File: config.mk
export PLATFORM = sky130hd
export DESIGN_NAME = uvj_front
export DESIGN_NICKNAME = d
export VERILOG_FILES = /design/src/hdl/assert_macros.svh /design/src/hdl/uvj_pkg.sv /design/src/hdl/uvj_front.sv
export SDC_FILE = /design/constraint.sdc
export NUM_CORES = 1
export LEC_CHECK = 0
export CAP_MARGIN = 10
export CORE_AREA = 2 2 115 117
export DETAILED_ROUTE_END_ITERATION = 8
export DIE_AREA = 0 0 117 119
export DONT_BUFFER_PORTS = 1
export GPL_TIMING_DRIVEN = 1
export SETUP_SLACK_MARGIN = 0.3
export SLEW_MARGIN = 10
export SYNTH_ARGS = -nofsm -noshare
export SYNTH_HDL_FRONTEND = slang
export SYNTH_SLANG_ARGS = --single-unit
File: constraint.sdc
create_clock -name vclk -period 5.3
set_clock_uncertainty 0.15 [all_clocks]
set_input_delay 0.265 -clock vclk [all_inputs]
set_output_delay 0.265 -clock vclk [all_outputs]
set_load 0.05 [all_outputs]
File: src/hdl/assert_macros.svh
// Assertion macros shared by the RTL files of the unit vector Jacobian block.
`ifndef ASSERT_MACROS_SVH
`define ASSERT_MACROS_SVH

// A property that must hold at every clock edge outside reset.
`define UVJ_ASSERT(label, clk, rst_n, prop, msg) \
  label: assert property (@(posedge clk) disable iff (!rst_n) (prop)) else $error(msg);

// A condition that must never be seen at a clock edge outside reset.
`define UVJ_NEVER(label, clk, rst_n, cond, msg) \
  label: assert property (@(posedge clk) disable iff (!rst_n) !(cond)) else $error(msg);

`endif

File: src/hdl/uvj_pkg.sv
// Package of types, widths and register codes for the unit vector Jacobian block.
package uvj_pkg;

  localparam int unsigned COORD_W    = 32;  // coordinates, density, entries
  localparam int unsigned DIFF_W     = 33;  // magnitude of a coordinate difference
  localparam int unsigned SQ_W       = 65;  // product of two differences
  localparam int unsigned SUM_W      = 66;  // sum of the two squares
  localparam int unsigned LIM_W      = 31;  // distance limit
  localparam int unsigned LIMSQ_W    = 62;  // squared distance limit
  localparam int unsigned RATIO_W    = 33;  // product over sum in 1.32 form
  localparam int unsigned ROOT_W     = 49;  // root of the sum with 16 extra fraction bits
  localparam int unsigned SCALED_W   = 65;  // density times ratio
  localparam int unsigned MAG_W      = 32;  // magnitude quotient bits
  localparam int unsigned ROOT_STEPS  = ROOT_W;
  localparam int unsigned RATIO_STEPS = RATIO_W;
  localparam int unsigned MAG_STEPS   = MAG_W;
  localparam int unsigned UVJ_FIFO_DEPTH = 4;

  // Register indexes of the configuration channel.
  localparam int unsigned CFG_IDX_W = 8;
  localparam logic [CFG_IDX_W-1:0] CFG_CENTER_X = 8'd0;
  localparam logic [CFG_IDX_W-1:0] CFG_CENTER_Y = 8'd1;
  localparam logic [CFG_IDX_W-1:0] CFG_DENSITY  = 8'd2;
  localparam logic [CFG_IDX_W-1:0] CFG_NEAR_LIM = 8'd3;

  localparam logic [COORD_W-1:0] DENSITY_RESET = 32'h0001_0000;
  localparam logic [COORD_W-1:0] POS_LIMIT     = 32'h7FFF_FFFF;
  localparam logic [COORD_W-1:0] NEG_LIMIT     = 32'h8000_0000;

  // Entry order inside the lane arrays.
  localparam int unsigned LANE_XX = 0;
  localparam int unsigned LANE_XY = 1;
  localparam int unsigned LANE_YY = 2;

  typedef struct packed {
    logic [COORD_W-1:0] center_x;
    logic [COORD_W-1:0] center_y;
    logic [COORD_W-1:0] density;
    logic [LIMSQ_W-1:0] lim_sq;
  } uvj_cfg_t;

  // Classified point handed from the front end to the back end.
  typedef struct packed {
    logic [DIFF_W-1:0] a;
    logic [DIFF_W-1:0] b;
    logic              neg;
  } uvj_item_t;

  typedef struct packed {
    logic [2:0][SQ_W-1:0] prod;
    logic                 neg;
  } uvj_prod_t;

  typedef struct packed {
    logic [SUM_W-1:0]     s;
    logic [2:0][SQ_W-1:0] prod;
    logic                 neg;
    logic                 zero;
  } uvj_sum_t;

  // State of one root and ratio step.
  typedef struct packed {
    logic [SUM_W-1:0]        s;
    logic [ROOT_W+1:0]       srem;
    logic [ROOT_W-1:0]       root;
    logic [2:0][SUM_W-1:0]   drem;
    logic [2:0][RATIO_W-1:0] quo;
    logic                    neg;
    logic                    zero;
  } uvj_rs_t;

  typedef struct packed {
    logic [2:0][SCALED_W-1:0] t;
    logic [ROOT_W-1:0]        root;
    logic                     neg;
    logic                     zero;
  } uvj_mg_t;

  // State of one magnitude division step.
  typedef struct packed {
    logic [ROOT_W-1:0]        root;
    logic [2:0][ROOT_W-1:0]   rem;
    logic [2:0][MAG_W-1:0]    tlo;
    logic [2:0][MAG_W-1:0]    q;
    logic [2:0]               ovf;
    logic                     neg;
    logic                     zero;
  } uvj_md_t;

endpackage

File: src/hdl/uvj_front.sv
// Front end: accepts field points and reduces them to magnitudes and a sign class.
module uvj_front (
  input  logic               s_axis_tvalid,
  output logic               s_axis_tready,
  input  logic [63:0]        s_axis_tdata,
  input  uvj_pkg::uvj_cfg_t  cfg_i,
  input  logic               full_i,
  output logic               push_o,
  output uvj_pkg::uvj_item_t item_o
);
  import uvj_pkg::*;

  logic signed [DIFF_W-1:0] dx, dy;
  logic [COORD_W-1:0]       fx, fy;

  assign fx = s_axis_tdata[31:0];
  assign fy = s_axis_tdata[63:32];

  assign dx = $signed({fx[COORD_W-1], fx}) - $signed({cfg_i.center_x[COORD_W-1], cfg_i.center_x});
  assign dy = $signed({fy[COORD_W-1], fy}) - $signed({cfg_i.center_y[COORD_W-1], cfg_i.center_y});

  assign s_axis_tready = !full_i;
  assign push_o        = s_axis_tvalid && !full_i;

  // The off-diagonal entry is negative when both offsets are nonzero with equal sign.
  always_comb begin
    item_o.a   = dx[DIFF_W-1] ? DIFF_W'(-dx) : DIFF_W'(dx);
    item_o.b   = dy[DIFF_W-1] ? DIFF_W'(-dy) : DIFF_W'(dy);
    item_o.neg = (dx != '0) && (dy != '0) && (dx[DIFF_W-1] == dy[DIFF_W-1]);
  end

endmodule

======== Yosys cells after proc, flatten, opt, wreduce, memory -nomap -nowiden ========
Index checks and enable logic that the tools add are counted.
word-level totals
  output and inout bits ................... 69
  flip-flop bits (word level) ............. 0
  word-level logic and storage cells ...... 13
operators by class
  add/subtract/negate cells ............... 4
  muxes and demuxes ....................... 2
  equality and inequality tests ........... 1
  reductions and logical operators ........ 6
operator list
  kind                 count
  $mux W33             2
  $neg A33 Y33         2
  $reduce_bool A33 Y1  2
  $sub A32 B32 Y33     2
  $logic_and A1 B1 Y1  3
  $eq A1 B1 Y1         1
  $logic_not A1 Y1     1

======== Longest topological paths before layout ========
  depth in word-level cells ............... 4
  gate-level depth with buffers ........... 14
  gate-level depth less buffers ........... 13

======== Worst setup path before layout ========
Ideal clock, no wire load.
  kind .................................... input to output
  start ................................... input port s_axis_tdata[32]
  end ..................................... output port item_o[28] (netlist bit)
  buffers on the path ..................... 0
  arrival time ............................ 4.167 ns
  path slack .............................. 0.718 ns
  cell stages on the path ................. 13
  cell sequence ........................... inv_1 ha_1 fa_1 nand2b_1 a21oi_1 nor2_1 xnor2_1 a2111o_1 nor4b_2 or4b_1 nor4_2 a31oi_1 xnor2_1
RTL lines
  element      line            RTL
  from (decl)  uvj_front.sv:5  input logic [63:0] s_axis_tdata,
  to (decl)    uvj_front.sv:9  output uvj_pkg::uvj_item_t item_o

==> summary.txt <==
Status: finished clean
Worst slew margin: 0.200
Mapped Area: 5590 um^2
Die height: 119 um
First drt pass iteration count: 5
Fin. max-slew vios: 0
Worst EP required: 4.89 ns
Slowest cell on crit path: or4b_4
Largest net degree at the start of global routing: 32
CP max stage delay: 0.59 ns
Tot GR Track Use: 0.217
CP endpoint kind: primary output
First-pass GRT wire length: 25.3 mm
Max Fclk: 209 MHz
Buffer and inverter count on the worst path: 1
Setup violations, final: 0
Synth Instances: 867
Die W: 117 um
Total power per unit cell area: 288 nW/um^2
Seq/Total Area, Yosys: 0
Post-route antenna net violation count: 0
Final min period: 4.78 ns
Pwr Total: 0.00177 W
Initial DRC count: 465
Worst Hold Class: in2out
Placement Rows: 42
Dpl hpwl: 14.1 mm
I/O Buffers: 0
Layout area overhead: 9.89%
Mean cell area of the mapped netlist: 6.45 um^2
Number of library cell types mapped by synthesis: 79
Setup CP Type: in2out
Final Instance Area: 6140 um^2
Cell Area, Placed: 6140 um^2
Via Count: 6156
CP startpoint kind: input pin
Setup_tns: 0 ns
Synthesis warning total: 0
Initial antenna violation count: 0
Final Cycle Share: 0.902
Ant diodes: 0
RePlAce Congestion: 0.924
Die area: 13900 um^2
Syn Nets: 1161
Core Area: 12900 um^2
Leading cell type in the layout, fill and taps excluded: a21oi_1
Vias in the first global route: 5485
DR vias/cell: 5.74
Routed len/inst: 15.3 um
CP max FO: 6
Remaining DRCs: 0
Endpoints failing hold: 0
Layout cells sized above 1: 0.0938
Register Area: 0 um^2
Commonest non-fill, non-tap cells in the layout: 99 x a21oi_1, 88 x inv_1, 77 x nor2_1
Top delay family on crit path: simple AND/OR/NAND/NOR gates
Arr. time, crit path: 4.36 ns
WL final: 16.4 mm
Seq cells: 0
Postcts setup bufs: 0
Nets: 1192
P_leak: 2.76 nW
Grt ovf: 0
Initial core utilization: 0.434
Cells along the critical path: inv_1, ha_1, fa_1, nand2b_1, a21oi_2, nor4b_1, a211oi_1, nand4_1, or2_1, or4b_4, or4_4, o21ai_1, xnor2_1
Max Cap Viol: 0
Max IR drop VDD: 158 uV
# IOs: 293
RSZ-0062 raised after global routing: no
CLK BUF: 0
Worst slew pin tran: 1.19 ns
## cells in the mapped netlist, drive strengths merged, types with 4 or more instances
master	n	area, um^2
a21oi	103	527
inv	88	330
nor2	77	289
nand2	75	282
ha	68	851
o21ai	63	319
xnor2	62	543
xor2	43	377
clkbuf	26	97.6
nand3	17	97.6
nand4	17	106
a211oi	16	125
nor3	16	80.1
a21o	12	90.1
a31oi	12	75.1
nand2b	12	75.1
o211ai	12	95.1
and3	10	62.6
nor2b	10	62.6
o31ai	10	75.1
and2	8	50.1
and4	8	70.1
o21a	8	60.1
nor4	7	65.1
buf	6	38.8
or3	6	37.5
nor4b	5	56.3
o21bai	5	37.5
o311ai	5	51.3
nand3b	4	30.0
or2	4	25.0
## final cells by class
cell class | count | area [um^2]
fill | 1391 | 6730
tap | 176 | 220
multi-input combinational | 747 | 5140
timing repair buffer | 61 | 458
inverter | 88 | 330
## kinds of logic (layout without fill, tap and decap cells)
group	after synthesis	count (layout)	share of synthesized area
muxes	4	4	0.00738
AOI/OAI and AO/OA	278	278	0.313
xor gates and xnor gates	105	105	0.164
and+or+nand+nor	290	290	0.272
buffers and inverters	120	149	0.0835
adders and majority gates	70	70	0.159
## through the flow
stage	hold WS [ns]	cells	setup WS, ns	utilization
2_1_floorplan	0.552	867	0.718	-
3_3_place_gp	0.555	1072	0.535	0.477
3_5_place_dp	0.555	1072	0.517	0.477
4_1_cts	0.555	1072	0.514	0.477
5_1_grt	0.558	1072	0.336	0.477
6_report	0.554	1072	0.522	0.477
## what timing repair did
item,in CTS,in global routing
endpoints found under the setup margin,0,1
gates resized for setup,0,1
hold buffers,0,0
## routing by layer
| layer | GRT usage | wire (um) | vias up |
|---|---|---|---|
| met5 | 0 | 0 | - |
| met4 | 0.0287 | 233 | 0 |
| met3 | 0.0392 | 1260 | 17 |
| met2 | 0.372 | 7430 | 226 |
| met1 | 0.288 | 7480 | 2723 |
| li1 | - | - | 3190 |
## final timing paths
check | start | endpoint | slack [ns] | cells after the start
max | s_axis_tdata[0] | item_o[59] | 0.52 | 13
min | full_i | push_o | 0.55 | 1
## where the power goes
group          switching [W]  leakage [nW]  internal [W]
sequential                 0             0             0
combinational        0.00124          2.76      0.000525
clock                      0             0             0
Power figures use the tool's default switching activity.
