$ cat src/hdl/assert_macros.svh
// Assertion macros shared by the RTL files of the unit vector Jacobian block.
`ifndef ASSERT_MACROS_SVH
`define ASSERT_MACROS_SVH

// A property that must hold at every clock edge outside reset.
`define UVJ_ASSERT(label, clk, rst_n, prop, msg) \
  label: assert property (@(posedge clk) disable iff (!rst_n) (prop)) else $error(msg);

// A condition that must never be seen at a clock edge outside reset.
`define UVJ_NEVER(label, clk, rst_n, cond, msg) \
  label: assert property (@(posedge clk) disable iff (!rst_n) !(cond)) else $error(msg);

`endif

$ cat src/hdl/uvj_pkg.sv
// Package of types, widths and register codes for the unit vector Jacobian block.
package uvj_pkg;

  localparam int unsigned COORD_W    = 32;  // coordinates, density, entries
  localparam int unsigned DIFF_W     = 33;  // magnitude of a coordinate difference
  localparam int unsigned SQ_W       = 65;  // product of two differences
  localparam int unsigned SUM_W      = 66;  // sum of the two squares
  localparam int unsigned LIM_W      = 31;  // distance limit
  localparam int unsigned LIMSQ_W    = 62;  // squared distance limit
  localparam int unsigned RATIO_W    = 33;  // product over sum in 1.32 form
  localparam int unsigned ROOT_W     = 49;  // root of the sum with 16 extra fraction bits
  localparam int unsigned SCALED_W   = 65;  // density times ratio
  localparam int unsigned MAG_W      = 32;  // magnitude quotient bits
  localparam int unsigned ROOT_STEPS  = ROOT_W;
  localparam int unsigned RATIO_STEPS = RATIO_W;
  localparam int unsigned MAG_STEPS   = MAG_W;
  localparam int unsigned UVJ_FIFO_DEPTH = 4;

  // Register indexes of the configuration channel.
  localparam int unsigned CFG_IDX_W = 8;
  localparam logic [CFG_IDX_W-1:0] CFG_CENTER_X = 8'd0;
  localparam logic [CFG_IDX_W-1:0] CFG_CENTER_Y = 8'd1;
  localparam logic [CFG_IDX_W-1:0] CFG_DENSITY  = 8'd2;
  localparam logic [CFG_IDX_W-1:0] CFG_NEAR_LIM = 8'd3;

  localparam logic [COORD_W-1:0] DENSITY_RESET = 32'h0001_0000;
  localparam logic [COORD_W-1:0] POS_LIMIT     = 32'h7FFF_FFFF;
  localparam logic [COORD_W-1:0] NEG_LIMIT     = 32'h8000_0000;

  // Entry order inside the lane arrays.
  localparam int unsigned LANE_XX = 0;
  localparam int unsigned LANE_XY = 1;
  localparam int unsigned LANE_YY = 2;

  typedef struct packed {
    logic [COORD_W-1:0] center_x;
    logic [COORD_W-1:0] center_y;
    logic [COORD_W-1:0] density;
    logic [LIMSQ_W-1:0] lim_sq;
  } uvj_cfg_t;

  // Classified point handed from the front end to the back end.
  typedef struct packed {
    logic [DIFF_W-1:0] a;
    logic [DIFF_W-1:0] b;
    logic              neg;
  } uvj_item_t;

  typedef struct packed {
    logic [2:0][SQ_W-1:0] prod;
    logic                 neg;
  } uvj_prod_t;

  typedef struct packed {
    logic [SUM_W-1:0]     s;
    logic [2:0][SQ_W-1:0] prod;
    logic                 neg;
    logic                 zero;
  } uvj_sum_t;

  // State of one root and ratio step.
  typedef struct packed {
    logic [SUM_W-1:0]        s;
    logic [ROOT_W+1:0]       srem;
    logic [ROOT_W-1:0]       root;
    logic [2:0][SUM_W-1:0]   drem;
    logic [2:0][RATIO_W-1:0] quo;
    logic                    neg;
    logic                    zero;
  } uvj_rs_t;

  typedef struct packed {
    logic [2:0][SCALED_W-1:0] t;
    logic [ROOT_W-1:0]        root;
    logic                     neg;
    logic                     zero;
  } uvj_mg_t;

  // State of one magnitude division step.
  typedef struct packed {
    logic [ROOT_W-1:0]        root;
    logic [2:0][ROOT_W-1:0]   rem;
    logic [2:0][MAG_W-1:0]    tlo;
    logic [2:0][MAG_W-1:0]    q;
    logic [2:0]               ovf;
    logic                     neg;
    logic                     zero;
  } uvj_md_t;

endpackage

$ cat src/hdl/uvj_fifo.sv
// Short queue between the front end and the back end.
`include "assert_macros.svh"

module uvj_fifo #(
  parameter int unsigned DEPTH = uvj_pkg::UVJ_FIFO_DEPTH
) (
  input  logic              clk_i,
  input  logic              rst_ni,
  input  logic              push_i,
  input  uvj_pkg::uvj_item_t item_i,
  output logic              full_o,
  input  logic              pop_i,
  output uvj_pkg::uvj_item_t item_o,
  output logic              valid_o
);
  import uvj_pkg::*;

  localparam int unsigned PTR_W = (DEPTH > 1) ? $clog2(DEPTH) : 1;
  localparam int unsigned CNT_W = $clog2(DEPTH + 1);

  uvj_item_t        mem_q [DEPTH];
  logic [PTR_W-1:0] wr_ptr_q, wr_ptr_d, rd_ptr_q, rd_ptr_d;
  logic [CNT_W-1:0] cnt_q, cnt_d;

  assign full_o  = (cnt_q == CNT_W'(DEPTH));
  assign valid_o = (cnt_q != '0);
  assign item_o  = mem_q[rd_ptr_q];

  always_comb begin
    wr_ptr_d = wr_ptr_q;
    rd_ptr_d = rd_ptr_q;
    cnt_d    = cnt_q;
    if (push_i) begin
      wr_ptr_d = (wr_ptr_q == PTR_W'(DEPTH - 1)) ? '0 : wr_ptr_q + 1'b1;
    end
    if (pop_i) begin
      rd_ptr_d = (rd_ptr_q == PTR_W'(DEPTH - 1)) ? '0 : rd_ptr_q + 1'b1;
    end
    if (push_i && !pop_i) begin
      cnt_d = cnt_q + 1'b1;
    end else if (pop_i && !push_i) begin
      cnt_d = cnt_q - 1'b1;
    end
  end

  always_ff @(posedge clk_i or negedge rst_ni) begin
    if (!rst_ni) begin
      wr_ptr_q <= '0;
      rd_ptr_q <= '0;
      cnt_q    <= '0;
    end else begin
      wr_ptr_q <= wr_ptr_d;
      rd_ptr_q <= rd_ptr_d;
      cnt_q    <= cnt_d;
    end
  end

  always_ff @(posedge clk_i) begin
    if (push_i) begin
      mem_q[wr_ptr_q] <= item_i;
    end
  end

  `UVJ_NEVER(a_no_push_full, clk_i, rst_ni, push_i && full_o, "push into a full queue")
  `UVJ_NEVER(a_no_pop_empty, clk_i, rst_ni, pop_i && !valid_o, "pop from an empty queue")
  `UVJ_ASSERT(a_cnt_range, clk_i, rst_ni, cnt_q <= CNT_W'(DEPTH), "queue count out of range")

endmodule

$ cat config.mk
export PLATFORM = sky130hd
export DESIGN_NAME = uvj_fifo
export DESIGN_NICKNAME = d
export VERILOG_FILES = /design/src/hdl/uvj_pkg.sv /design/src/hdl/uvj_fifo.sv
export VERILOG_INCLUDE_DIRS = /design/src /design/src/hdl
export SDC_FILE = /design/constraint.sdc
export NUM_CORES = 1
export LEC_CHECK = 0
export ABC_CLOCK_PERIOD_IN_PS = 5700
export BUFFER_PORTS_ARGS = -buffer_cell sky130_fd_sc_hd__buf_2
export CAP_MARGIN = 5
export CELL_PAD_IN_SITES_DETAIL_PLACEMENT = 1
export CELL_PAD_IN_SITES_GLOBAL_PLACEMENT = 2
export CORE_MARGIN = 1.5
export CORE_UTILIZATION = 48
export DETAILED_ROUTE_END_ITERATION = 6
export GPL_ROUTABILITY_DRIVEN = 0
export PLACE_DENSITY = 0.88
export SETUP_SLACK_MARGIN = 0.2
export SYNTH_ARGS = -nofsm -noshare
export SYNTH_HDL_FRONTEND = slang
export SYNTH_SLANG_ARGS = --single-unit
$ cat constraint.sdc
create_clock -name clk_i -period 5.7 [get_ports clk_i]
set_input_delay 1.14 -clock clk_i [delete_from_list [all_inputs] [get_ports clk_i]]
set_output_delay 1.14 -clock clk_i [all_outputs]
set_load 0.03 [all_outputs]
* Word level (Yosys, flattened, before mapping)
Memory sizes are Yosys's and may differ from the RTL's.
Index checks and enable logic that the tools add are counted.
** Operators by class
- Add/subtract/negate cells :: 4
- Equal/unequal tests :: 3
- Mux-type cells :: 6
- Reduce and logical (&&, ||, !) cells :: 6
** Operators with widths (number)
- 3-bit two-way mux :: 2
- 2-bit by 1-bit adder with 2-bit output, second input constant :: 2
- 2-bit == test, second input constant :: 2
- 2-bit two-way mux :: 2
- 3-bit by 1-bit adder with 3-bit output, second input constant :: 1
- 3-bit == test, second input constant :: 1
- 3-bit nonzero test :: 1
- 3-bit by 1-bit subtractor with 3-bit output, second input constant :: 1
- 1-bit logical AND :: 2
- 1-bit zero test :: 2
- 1-bit two-way mux :: 2
- 2-bit nonzero test :: 1
** Storage, ports and cells
- Output and inout port bits :: 69
- Memories kept :: 1
- Bits in writable memories :: 268
- Logic and storage cells :: 23
- Flip-flop bits (word level) :: 7
- Bits of input ports :: 71
** Memories
- mem_q :: depth 4, width 67, read ports 1, clocked after Yosys merged registers in 0, write ports 1, RTL line uvj_fifo.sv:21 : uvj_item_t mem_q [DEPTH];

* Longest topological paths before layout
- Depth after elaboration :: 4
- Mapped depth :: 7

* Least setup slack after synthesis
OpenSTA, ideal clock, no wires.
- Kind :: in2reg
- Start :: input push_i
- End :: memory mem_q[0][0] (netlist name), enable pin
- Data arrival time :: 2.713 ns
- Setup slack :: 2.555 ns
- Data required time :: 5.268 ns
- Setup time :: 0.432 ns
- Stages :: 1
- Path through :: and2_1
** On the way
- Cells in the longest elaborated chain, start to end :: 2
** Ends and longest elaborated chain
- start, declared :: RTL line uvj_fifo.sv:9 : input logic push_i,
- 1-bit two-way mux :: RTL line uvj_fifo.sv:59 : if (push_i) begin
- 1-bit two-way mux (implied by the code) :: RTL line uvj_fifo.sv:60 : mem_q[wr_ptr_q] <= item_i;
- end, declared :: RTL line uvj_fifo.sv:21
No other way between the ends.

==> results.yml <==
critical_path:
  crit_path_start: "rd_ptr_q[0]$_DFFE_PN0P_"
  r2r-end: "mem_q[2][56]$_DFFE_PP_"
  worstRegToRegCells: 3
  worst_ep_arrival_time_ns: 2.86
  rrSetupSlack_ns: 3.73
  worst-path-max-fanout: 56
  critPathCaptureType: "primary output"
  crit_type: "reg -> out"
  required_ns: 4.56
  worstSetupStartpointType: "flop"
  reg2reg_from: "wr_ptr_q[0]$_DFFE_PN0P_"
detailed_routing:
  via_per_inst: 5.40
  wirelength_mm: 19.2
  drtPass1Iterations: 4
  initialDrtViolationCount: 202
  wl_per_cell_um: 23.1
  vias: 4488
  drc_errors: 0
  ant_nets: 0
final_layout:
  nets: 620
  fillers: 1766
  syn_to_final_growth_pct: 17.7
  drive_above_1_share_pct: 44.8
  post-route-util_pct: 58.2
clock_tree:
  path_clk_slew_ns: 0.06
  cts_root_buffer: "clkbuf_16"
  cts_made_buffers: 28
  cts_hold_buf: 0
  cts_tree: "built"
  cts_setup_buffers: 0
  cts.path.max_buffers: 3
  cts_resized: 0
  clock_sinks: 275
  htreeDepth: 1
  clk_latency_ns: 0.52
floorplanning:
  rows: 52
  die_area_mm2: 0.0219
  io_pins: 140
  core_mm2: 0.0204
  fp.dieH_um: 148
  die_w_um: 148
  start_util_pct: 49.4
placement:
  hpwl_mm: 11.1
  io_buffers: 139
pwr:
  power_density_mw_per_mm2: 548
  cellLeakagePower_nw: 4.06
  irDropWorstVdd_mv: 0.287
  total_power_mw: 6.52
sta:
  hold_violations: 0
  skew_ns: 0.00557
  finalCriticalPeriod_ns: 4.00
  finalCritPeriodShare_pct: 70.1
  clock.fmax_mhz: 250
  final.setup.tns_ns: 0
  drv_slew: 0
  worstMarginPinSlew_ns: 1.10
  slew-limit-headroom_pct: 26.3
  whs_ns: 0.454
  rsz0062_at_grt: "no"
  finalSetupViolations: 0
status:
  status: "finished, final reports clean"
global_route:
  grt_pass1_wl_mm: 29.3
  grt_pass1_vias: 5134
  globalRouteTotalUtil_pct: 18.0
  grt_max_degree: 70
  grt-ovfl-total: 0
  antenna_found_initial: 1
synthesis:
  synth_nets: 466
  yosysUniqueCellTypes: 20
  ys.flop_type: "edfxtp_1"
  syn_area_per_cell_um2: 26.0
  synth_area_leader_cell: "edfxtp_1"
  synth-edff-count: 268
  ys_ff_latch: 275
  ys_async_sr_fraction_pct: 2.55
  yosysSeqAreaShare_pct: 81.5
  synth_area_leaders: "edfxtp_1 80%, mux4_2 15%, dfrtp_1 1.7%"
  yosys_warnings: 0
  syn_area_mm2: 0.0101
  synth_top_area_share_pct: 79.7
  synthCells: 388
worst_hold_path:
  worstHoldPathType: "in -> async"
flow_run:
  cap_violations: 0
-- worst max-delay path by stage --
| stage | end |
|---|---|
| 5_1_grt | item_o[53] |
| 6_report | item_o[53] |
| 2_1_floorplan | mem_q[0][0]$_DFFE_PP_ |
| 3_5_place_dp | item_o[53] |
| 4_1_cts | item_o[53] |
| 3_3_place_gp | item_o[50] |
-- report_power, final --
group,switching [mW],internal [mW]
Combinational,1.14,0.757
Sequential,0.308,2.60
Clock,0.696,1.01
-- cell type report --
| type | instances | area, um2 | area share (%) |
|---|---|---|---|
| multi-input cells | 93 | 1740 | 14.7 |
| flip-flops and latches | 275 | 8230 | 69.2 |
| clock inverters | 11 | 98.8 | 0.832 |
| inverters | 4 | 15.0 | 0.126 |
| well taps | 270 | 338 | 2.84 |
| diodes | 1 | 2.50 | 0.0211 |
| repair buffers | 140 | 703 | 5.92 |
| clock buffers | 37 | 756 | 6.36 |
-- worst max-delay path, stage by stage, from the launching register on --
cell,delay (ns)
dfrtp_4,1.14
buf_4,0.44
mux4_2,0.55
buf_2,0.19
-- layout by cell type (no fill, tap or decap) --
cell type  Yosys  final
mux4_2        67     67
fa_1           1      1
buf_4          5      1
clkbuf_1       3      8
nand2_1        2      2
mux2_2         3      3
buf_2          5    139
o21ai_0        2      2
clkinv_2       0      4
and2_4         0      4
xnor2_1        1      1
dfrtp_4        0      2
clkinv_1       0      5
xor2_1         2      2
clkbuf_16      0     29
inv_1          4      4
ha_1           6      6
dfrtp_1        7      5
or3_1          1      1
nor2_1         3      3
bufinv_16      0      2
nor3b_1        1      1
edfxtp_1     268    268
diode_2        0      1
-- cell usage after synthesis, types with 2 or more instances --
cell      count
dfrtp_1       7
nand2_1       2
inv_1         4
and2_1        4
buf_4         5
mux2_2        3
nor2_1        3
edfxtp_1    268
clkbuf_1      3
buf_12        2
o21ai_0       2
mux4_2       67
buf_2         5
ha_1          6
xor2_1        2
-- flip-flops by register name (all words and copies together) (netlist names) --
register	flops
cnt_q	3
wr_ptr_q	2
mem_q	268
rd_ptr_q	2
-- cells by family (layout without fill, tap and decap cells) --
| group | after synthesis | after routing | share of synthesized area [%] |
|---|---|---|---|
| flip-flops | 275 | 275 | 81.5 |
| multiplexers | 70 | 70 | 15.3 |
| buffers and inverters | 20 | 192 | 1.39 |
| AND/OR/NAND/NOR | 11 | 11 | 0.570 |
| adder cells (fa/ha/maj) | 7 | 7 | 0.942 |
| XOR/XNOR | 3 | 3 | 0.260 |
| AO/OA/AOI/OAI | 2 | 2 | 0.0992 |
| other | 0 | 1 | 0 |
-- through the flow --
stage / setup slack [ns] / area, um2 / std cells
finish: 1.70 / 11900 / 831
global route: 1.44 / 11900 / 830
CTS: 1.54 / 11900 / 830
detailed placement: 2.10 / 11000 / 782
global placement: 2.12 / 11000 / 782
floorplan: 2.55 / 10100 / 388
-- metal layers --
layer | share of wire (%) | track usage [%] | routed length (um)
met1 | 40 | 22.6 | 7590
met2 | 53 | 32.3 | 10100
met3 | 5.7 | 3.43 | 1090
met4 | 2.0 | 4.60 | 379
met5 | 0 | 0 | 0
No activity file was read; power rests on OpenSTA's default activity.
